===== src/rtl/hlru_pkg.sv =====
package hlru_pkg;

   // MurmurHash64A constants for an 8-byte key.
   localparam logic [63:0] HASH_MUL  = 64'hc6a4a7935bd1e995;
   localparam logic [63:0] HASH_SEED = 64'h00000000cafebabe;
   localparam logic [63:0] HASH_H0   = HASH_SEED ^ (HASH_MUL << 3);
   localparam int          HASH_SHIFT  = 47;
   localparam int          HASH_ROUNDS = 4;

   localparam int MIN_PRECISION = 8;
   localparam int MAX_PRECISION = 15;

   // Depth of the queue between the hash front end and the update back end.
   localparam int QUEUE_DEPTH = 8;

   // Widest rank memory address over the whole parameter range.
   localparam int ADDR_MAX_W = 16;

   typedef enum logic [1:0] {
      ACT_ADD   = 2'd0,
      ACT_WRITE = 2'd1,
      ACT_READ  = 2'd2,
      ACT_NOP   = 2'd3
   } action_type;

   typedef enum logic [1:0] {
      BK_CLEAR  = 2'd0,
      BK_IDLE   = 2'd1,
      BK_LOOKUP = 2'd2
   } back_state_type;

   typedef struct packed {
      action_type              action;
      logic [ADDR_MAX_W-1:0]   addr;
      logic [13:0]             index_used;
      logic [5:0]              item_rank;
      logic [5:0]              wr_rank;
      logic                    index_error;
   } hlru_entry_type;

   typedef struct packed {
      logic [13:0] index_used;
      logic [5:0]  item_rank;
      logic [5:0]  stored_rank;
      logic        changed;
      logic        index_error;
   } hlru_result_type;

endpackage


===== src/rtl/hlru_fifo.sv =====
module hlru_fifo (
   input  logic                    clock,
   input  logic                    reset,
   input  logic                    push,
   input  hlru_pkg::hlru_entry_type push_entry,
   input  logic                    pop,
   output hlru_pkg::hlru_entry_type pop_entry,
   output logic                    empty
);
   import hlru_pkg::*;

   localparam int PTR_W = $clog2(QUEUE_DEPTH);
   localparam int CNT_W = $clog2(QUEUE_DEPTH + 1);

   hlru_entry_type   slot_ff [QUEUE_DEPTH];
   logic [PTR_W-1:0] head_ff, head_in;
   logic [PTR_W-1:0] tail_ff, tail_in;
   logic [CNT_W-1:0] count_ff, count_in;

   always_comb begin
      head_in  = head_ff;
      tail_in  = tail_ff;
      count_in = count_ff + CNT_W'(push) - CNT_W'(pop);
      if (push) begin
         tail_in = (tail_ff == PTR_W'(QUEUE_DEPTH - 1)) ? '0 : tail_ff + 1'b1;
      end
      if (pop) begin
         head_in = (head_ff == PTR_W'(QUEUE_DEPTH - 1)) ? '0 : head_ff + 1'b1;
      end
   end

   always_ff @(posedge clock) begin
      if (reset) begin
         head_ff  <= '0;
         tail_ff  <= '0;
         count_ff <= '0;
      end else begin
         head_ff  <= head_in;
         tail_ff  <= tail_in;
         count_ff <= count_in;
      end
   end

   always_ff @(posedge clock) begin
      if (push) begin
         slot_ff[tail_ff] <= push_entry;
      end
   end

   assign pop_entry = slot_ff[head_ff];
   assign empty     = (count_ff == '0);

endmodule


===== config.mk =====
export PLATFORM = sky130hd
export DESIGN_NAME = hlru_fifo
export DESIGN_NICKNAME = d
export VERILOG_FILES = /design/src/rtl/hlru_pkg.sv /design/src/rtl/hlru_fifo.sv
export SDC_FILE = /design/constraint.sdc
export NUM_CORES = 1
export LEC_CHECK = 0
export BUFFER_PORTS_ARGS = -buffer_cell sky130_fd_sc_hd__buf_2
export CAP_MARGIN = 10
export CORE_MARGIN = 2
export CORE_UTILIZATION = 42
export DETAILED_ROUTE_END_ITERATION = 10
export SLEW_MARGIN = 20
export SYNTH_ARGS = -nofsm -noshare
export SYNTH_HDL_FRONTEND = slang
export SYNTH_SLANG_ARGS = --single-unit

===== constraint.sdc =====
create_clock -name clock -period 10.6 [get_ports clock]
set_input_delay 2.12 -clock clock [delete_from_list [all_inputs] [get_ports clock]]
set_output_delay 2.12 -clock clock [all_outputs]
set_load 0.03 [all_outputs]

# Word level (Yosys, flattened, before mapping)
# Memories as Yosys holds them, arrays and structs flattened. A register that Yosys moved wholly into a read port is not among the register bits.
# Index checks and enable logic that the tools add are counted.
[totals] regBits=10 ramBits=360 in_bits=49 output_inout_bits=46 elab_cells=17 memories=1
[classes] addsub=4 n_eq_ne=2 mux=6 n_reduce_logical=1
[mem_list] memory="slot_ff" words=8 word_bits=45 read_ports=1 rd_ports_with_merged_regs=1 write_ports=1 line="hlru_fifo.sv:15" rtl="hlru_entry_type slot_ff [QUEUE_DEPTH];"
[op_table] operator="2-to-1 mux 3 bit" count=4
[op_table] operator="adder 3 x 1 -> 3 bit (second input constant)" count=2
[op_table] operator="equality test 3 bit (second input constant)" count=2
[op_table] operator="adder 4 x 1 -> 4 bit" count=1
[op_table] operator="zero test 4 bit" count=1
[op_table] operator="subtractor 4 x 1 -> 4 bit" count=1
[op_table] operator="2-to-1 mux 1 bit" count=2

# Logic depth before layout (Yosys ltp)
# Gate-level depths: netlist (run 1).
[depth] word_depth=4 depth_mapped=7 depth_no_buf=7

# Worst setup path after synthesis (run 1)
# Ideal clock, no wire load.
[synth_timing] path_kind="input-to-reg" startpoint="input push" endpoint="memory slot_ff[0][0] (netlist name) (enable)" setup_time_ps=503 t_arrival_ps=5303 t_required_ps=10097 path_slack_ps=4794 path_stages=2 path_buffers=0 cell_sequence="nand2b_1 > nor3_1"
[synth_via] elab_chain_len=2
[synth_rtl] element="start, declared" line="hlru_fifo.sv:4" rtl="input logic push,"
[synth_rtl] element="2-to-1 mux 1 bit" line="hlru_fifo.sv:45" rtl="if (push) begin"
[synth_rtl] element="2-to-1 mux 1 bit (implied by the code)" line="hlru_fifo.sv:46" rtl="slot_ff[tail_ff] <= push_entry;"
[synth_rtl] element="end, declared" line="hlru_fifo.sv:15"
# No other way between the ends.

==> key figures, run 1 <==
Synthesis
  • Synthesized Nets: 649
  • Register area share after synthesis: 76.4%
  • Post-Syn Instances: 590
  • Synth unique cells: 25
  • Avg Cell Area, Syn: 24.6 sq um
  • Yosys warning total: 0
  • Synth area leader: edfxtp_1
  • Post-Syn Area: 14,500 sq um
  • Share of the synthesized area in the top cell type: 74.6%
  • Ranking of synthesized cells by area: edfxtp_1, mux4_1, mux2_2
  • Post-synthesis register bit count: 373

Floorplan
  • Die H: 190 um
  • Die ar.: 36,000 sq um
  • Core ar.: 34,300 sq um
  • FP Rows: 68
  • Horiz. Die Dim: 190 um
  • Initial Util: 42.3%
  • IO Count: 95

Timing
  • Worst-margin pin slew: 0.867 ns
  • Final Hold Vio Count: 0
  • Fmax: 184 MHz
  • Hold WS: 0.551 ns
  • Fin Clk Skew: 0.0150 ns
  • Slew HR: 42.2%
  • Minimum clock period: 5.44 ns
  • RSZ-0062 raised after global routing: no
  • TNS Setup: 0 ns
  • Final period utilization: 51.3%
  • Fin. max-slew vios: 0
  • Final setup fails: 0
  • Final setup margin: 5.16 ns

GRT
  • Initial antenna violation count: 2
  • Grt ovf: 0
  • Vias in the first global route: 6,701
  • Largest net degree at the start of global routing: 48
  • Global-route wire length before repair: 41,200 um
  • All-Layer GR Usage: 15.6%

Finish
  • Final Non-Filler Cells: 1,198
  • Area growth from synthesis to layout: 16.5%
  • Final #Nets: 770
  • Layout cell share with drive strength beyond 1: 29.9%

Job
  • Max_cap viols: 0

Setup path
  • Crit-path max FO: 46
  • CP endpoint kind: output port
  • Crit path arrival time: 3.32 ns
  • Worst Setup Start Kind: flop
  • Required @ worst endpoint: 8.48 ns
  • Critical path class: flop to output port

Power
  • Tot Pwr: 3350 uW
  • Clock power share: 42.8%
  • Cell area power density: 198 nW/um^2
  • Cell Int Power: 2650 uW
  • Maximum vdd drop: 145 uV
  • Seq pwr share: 49.7%
  • Combinational Power Share: 7.5%
  • Cell leakage power: 0.00559 uW
  • P_sw: 700 uW
  • Switching share of total power: 20.9%

Route
  • Wire length per cell: 23.6 um
  • DRT Pass-1 Iters: 4
  • Drc violations: 0
  • Vias: 6,361
  • ANT nets after route: 0
  • Vias per cell: 5.31
  • Initial detailed-routing violation count: 375
  • Total Wirelength: 28,300 um

Run status
  • Status: finished, final reports clean

CTS
  • Largest buffer count on any clock path: 3
  • Number of gates resized after CTS: 0
  • TritonCTS clock tree: built
  • Inserted Clock Buffers: 39
  • Post-CTS Hold Fix Bufs: 0
  • Post CTS Setup Buffer Count: 0
  • Worst skew pair latency: 0.51 ns
  • Clock sink count: 373
  • Worst-path clk slew: 0.06 ns
  • H-Tree Depth: 2
  • Clock Root Buffer: clkbuf_16

Placement
  • Port bufs: 94
  • DP Worst Slack: 5.65 ns
  • Placed cell count: 1,125
  • Detail Placement HPWL: 14,800 um
  • RD Place Congestion: 0.669

Hold path
  • Min-delay worst type: flop to flop
==> cell usage after synthesis <==
library cell  instances
fa_1                  1
mux2i_1               3
ha_1                  9
dfxtp_1              13
a31o_2                1
edfxtp_1            360
clkbuf_1              8
mux4_1               90
mux2_2               45
nor2_1               12
nand2_1               2
nand3b_1              1
nor2b_1               3
and3_1                1
o21ai_0               1
buf_1                 6
nor3b_1               1
clkbuf_2              2
xnor2_1               1
a21oi_1               4
nor3_1                2
nand2b_1              6
nand3_1               1
inv_1                 7
buf_6                10
==> flip-flops by register name, summed over array words and instances (netlist names), named ones only <==
| register | flops |
|---|---|
| slot_ff | 360 |
| head_ff | 3 |
| count_ff | 4 |
| tail_ff | 3 |
==> kinds of logic (layout without fill, tap and decap cells) <==
| kind of cell | after synthesis | count (layout) | share of synthesized area [%] |
|---|---|---|---|
| DFF | 373 | 373 | 76.4 |
| muxes | 138 | 138 | 20.0 |
| buffers and inverters | 33 | 185 | 1.39 |
| and+or+nand+nor | 29 | 29 | 1.00 |
| adders and majority gates | 10 | 10 | 0.915 |
| AOI/OAI and AO/OA | 6 | 6 | 0.233 |
| xor gates and xnor gates | 1 | 1 | 0.0604 |
| other | 0 | 1 | 0 |
==> worst max-delay path: stages (launching register included) <==
cell,delay (ns)
dfxtp_4,0.84
buf_4,0.74
mux4_1,0.64
mux2_2,0.31
buf_2,0.19
==> through the flow <==
stage	util, %	area, sq um
floorplan	-	14500
global placement	45.2	15500
detailed placement	45.2	15500
CTS	49.2	16900
global route	49.2	16900
finish	49.2	16900
==> placed cells by master (no fill, tap or decap) <==
cell	netlist	final
clkbuf_1	8	5
clkinvlp_4	0	3
clkbuf_16	0	39
nand2b_1	6	6
mux4_1	90	90
xnor2_1	1	1
ha_1	9	9
fa_1	1	1
inv_1	7	7
o21ai_0	1	1
dfxtp_1	13	10
buf_4	0	12
diode_2	0	1
bufinv_16	0	9
nor3_2	0	2
a31o_2	1	1
dfxtp_4	0	2
mux2_2	45	45
nand3_1	1	1
nor3b_1	1	1
a21oi_1	4	4
nor2b_1	3	3
clkinv_2	0	5
mux2i_1	3	3
dfxtp_2	0	1
edfxtp_1	360	360
buf_2	0	94
inv_6	0	3
nor2_1	12	6
nand3b_1	1	1
nand2_1	2	2
and3_1	1	1
nor2_4	0	6
clkinv_1	0	8
==> layer usage <==
| metal | wire (um) | share of wire [%] | global-route usage [%] |
|---|---|---|---|
| met1 | 11700 | 41 | 20.3 |
| met2 | 14900 | 53 | 27.7 |
| met3 | 1290 | 4.6 | 2.64 |
| met4 | 403 | 1.4 | 3.79 |
| met5 | 0 | 0 | 0 |
==> power groups by stage <==
stage	sequential, uW	combinational, uW	clock, uW
3_5_place_dp	1700	256	0
4_1_cts	1670	257	1460
2_1_floorplan	1690	179	0
5_1_grt	1670	270	1530
3_3_place_gp	1690	246	0
6_report	1670	251	1430
==> worst paths after layout <==
check / start / endpoint / slack, ns / cells after the start
worst max register to register: tail_ff[1] / slot_ff[7][18] / 8.66 / 3
worst min register to register: head_ff[2] / flop / 0.55 / 2
worst min-delay path: head_ff[2] / flop / 0.55 / 2
worst max-delay path: flop / pop_entry[0] / 5.16 / 4
==> layout make-up <==
type / count / area, sq um
diodes: 1 / 2.50
clock buffers: 44 / 995
clock inverters: 28 / 374
fillers: 2719 / 17400
inverters: 7 / 26.3
multi-input cells: 184 / 3280
flip-flops and latches: 373 / 11100
well taps: 455 / 569
repair buffers: 106 / 561
Note: power is estimated with default switching activity, not from simulation.
==> run 2, diff against run 1 <==
==> constraint.sdc (replaced) <==
create_clock -name clock -period 4.9 [get_ports clock]
set_input_delay 0.98 -clock clock [delete_from_list [all_inputs] [get_ports clock]]
set_output_delay 0.98 -clock clock [all_outputs]
set_load 0.03 [all_outputs]
==> run 2 against run 1 <==
- critical path type unchanged
- setup slack got worse by 4.2 ns
- global-route usage increased by 0.24 points
- final cell count hardly changed
- critical endpoint is now pop_entry[36]
- clock skew rose by 0.0040 ns
- routed wire length decreased by 0.25%
- first-iteration DRC count is 15% lower
- sequential power rose by 120%
- final area down 1.3%
- sequential share of layout area grew 0.84 points
- flip-flop and latch count unchanged
==> key figures, run 2 (synthesis results as in run 1) <==
Finish
  • Final #Nets: 771 (was 770)
  • Most common cell after layout, fill and taps aside: edfxtp_1 (unchanged)
  • Most frequent cells in the layout: edfxtp_1, buf_2, mux4_1 (unchanged)
  • Largest register FFs: 360 (unchanged)
  • Layout cell share with drive strength beyond 1: 28.9% (was 29.9%)
  • Fin util: 48.6% (was 49.2%)
  • Top reg by flops: slot_ff (unchanged)
  • Area growth from synthesis to layout: 15.0% (was 16.5%)
  • Filler cell count in the final layout: 2,756 (was 2,719)
  • Regs by FF count: slot_ff x360, count_ff x4 (unchanged)

Floorplan
  • IO Count: 95 (unchanged)
  • Core ar.: 34,300 sq um (unchanged)
  • Initial Util: 42.3% (unchanged)
  • FP Rows: 68 (unchanged)
  • Die H: 190 um (unchanged)
  • Die ar.: 36,000 sq um (unchanged)
  • Horiz. Die Dim: 190 um (unchanged)

Timing
  • Final period utilization: 79.4%
  • Fmax: 257 MHz
  • Fin Clk Skew: 0.0190 ns (was 0.0150 ns)
  • Fin. max-slew vios: 0 (unchanged)
  • Slew HR: 33.0% (was 42.2%)
  • RSZ-0062 raised after global routing: no (unchanged)
  • Minimum clock period: 3.89 ns
  • Final Hold Vio Count: 0 (unchanged)
  • TNS Setup: 0 ns (unchanged)
  • Final setup fails: 0 (unchanged)
  • Hold WS: 0.552 ns (was 0.551 ns)
  • Worst-margin pin slew: 1.00 ns (was 0.867 ns)

Route
  • DRT Pass-1 Iters: 4 (unchanged)
  • Total Wirelength: 28,200 um (was 28,300 um)
  • Wire length per cell: 23.6 um (about the same)
  • Drc violations: 0 (unchanged)
  • Vias: 6,374 (was 6,361)
  • ANT nets after route: 0 (unchanged)
  • Initial detailed-routing violation count: 320 (was 375)
  • Vias per cell: 5.32 (was 5.31)

CTS
  • H-Tree Depth: 2 (unchanged)
  • Clock sink count: 373 (unchanged)
  • Inserted Clock Buffers: 37 (was 39)
  • Largest buffer count on any clock path: 3 (unchanged)
  • Worst skew pair latency: 0.52 ns (was 0.51 ns)
  • TritonCTS clock tree: built (unchanged)
  • Post-CTS Hold Fix Bufs: 0 (unchanged)
  • Clock Root Buffer: clkbuf_16 (unchanged)
  • Post CTS Setup Buffer Count: 0 (unchanged)
  • Number of gates resized after CTS: 0 (unchanged)
  • Worst-path clk slew: 0.06 ns (about the same)

GRT
  • All-Layer GR Usage: 15.9% (was 15.6%)
  • Global-route wire length before repair: 42,200 um (was 41,200 um)
  • Grt ovf: 0 (unchanged)
  • Initial antenna violation count: 2 (unchanged)
  • Largest net degree at the start of global routing: 53 (was 48)
  • Vias in the first global route: 6,993 (was 6,701)

Setup path
  • Critical Path End: pop_entry[36] (was pop_entry[0])
  • Required @ worst endpoint: 3.92 ns (was 8.48 ns)
  • Critical path class: flop to output port (unchanged)
  • Crit-path max FO: 52 (was 46)
  • Crit path arrival time: 2.91 ns (was 3.32 ns)
  • Worst r2r path cells: 3 (unchanged)
  • CP endpoint kind: output port (unchanged)
  • Reg-to-reg endpoint: slot_ff[2][43] (was slot_ff[7][18])
  • Reg2Reg Setup Slack: 2.71 ns (was 8.66 ns)
  • Worst Setup Start Kind: flop (unchanged)
  • RR Startpoint: tail_ff[0] (was tail_ff[1])

Job
  • Max_cap viols: 0 (unchanged)

Hold path
  • Hold Path Cell Cnt: 2 (unchanged)
  • Min-delay worst type: flop to flop (unchanged)

Power
  • Cell leakage power: 0.00550 uW (was 0.00559 uW)
  • Maximum vdd drop: 299 uV (was 145 uV)
  • Cell area power density: 404 nW/um^2 (was 198 nW/um^2)

Placement
  • Port bufs: 94 (unchanged)
  • Detail Placement HPWL: 15,500 um (was 14,800 um)
  • RD Place Congestion: 0.651 (was 0.669)

Run status
  • Status: finished, final reports clean (unchanged)
[run 2: worst min-delay path by stage]
stage                 end  slack [ns]  startpoint
2_1_floorplan        flop        0.49  head_ff[1]
3_3_place_gp         flop        0.51  head_ff[2]
3_5_place_dp         flop        0.54  head_ff[0]
4_1_cts              flop        0.56  head_ff[0]
5_1_grt              flop        0.58  head_ff[0]
6_report       head_ff[1]        0.55  head_ff[1]
[run 2: layer usage]
layer / track usage (%) / wire [um]
met3: 2.88 / 927
met2: 28.2 / 14600
met4: 4.00 / 453
met5: 0 / 13
met1: 20.3 / 12200
[run 2: stage by stage]
step | power, uW | instances | area (sq um) | setup WS, ns
finish | 6730 | 1197 | 16700 | 1.01
global route | 6990 | 1197 | 16700 | 0.912
CTS | 6810 | 1196 | 16700 | 0.970
detailed placement | 4230 | 1128 | 15600 | 1.54
global placement | 4200 | 1128 | 15600 | 1.57
floorplan | 4040 | 590 | 14500 | 0.234
[run 2: cell type report]
| class | instances | area (sq um) | area share [%] |
|---|---|---|---|
| clock inverter | 22 | 148 | 0.886 |
| antenna | 1 | 2.50 | 0.0150 |
| inverter | 7 | 26.3 | 0.158 |
| sequential | 373 | 11100 | 66.5 |
| clock buffer | 46 | 960 | 5.76 |
| timing repair buffer | 109 | 608 | 3.65 |
| tap | 455 | 569 | 3.42 |
| multi-input combinational | 184 | 3280 | 19.7 |
[run 2: power by group]
part | internal [uW] | switching (uW)
logic | 222 | 323
clock network | 1460 | 1130
registers | 3570 | 33.4
total | 5250 | 1480
[run 2: worst max-delay path, cell delays in order, from the launching register on]
cell     delay, ns
dfxtp_4       0.79
buf_12        0.41
mux4_1        0.61
mux2_2        0.30
buf_2         0.19
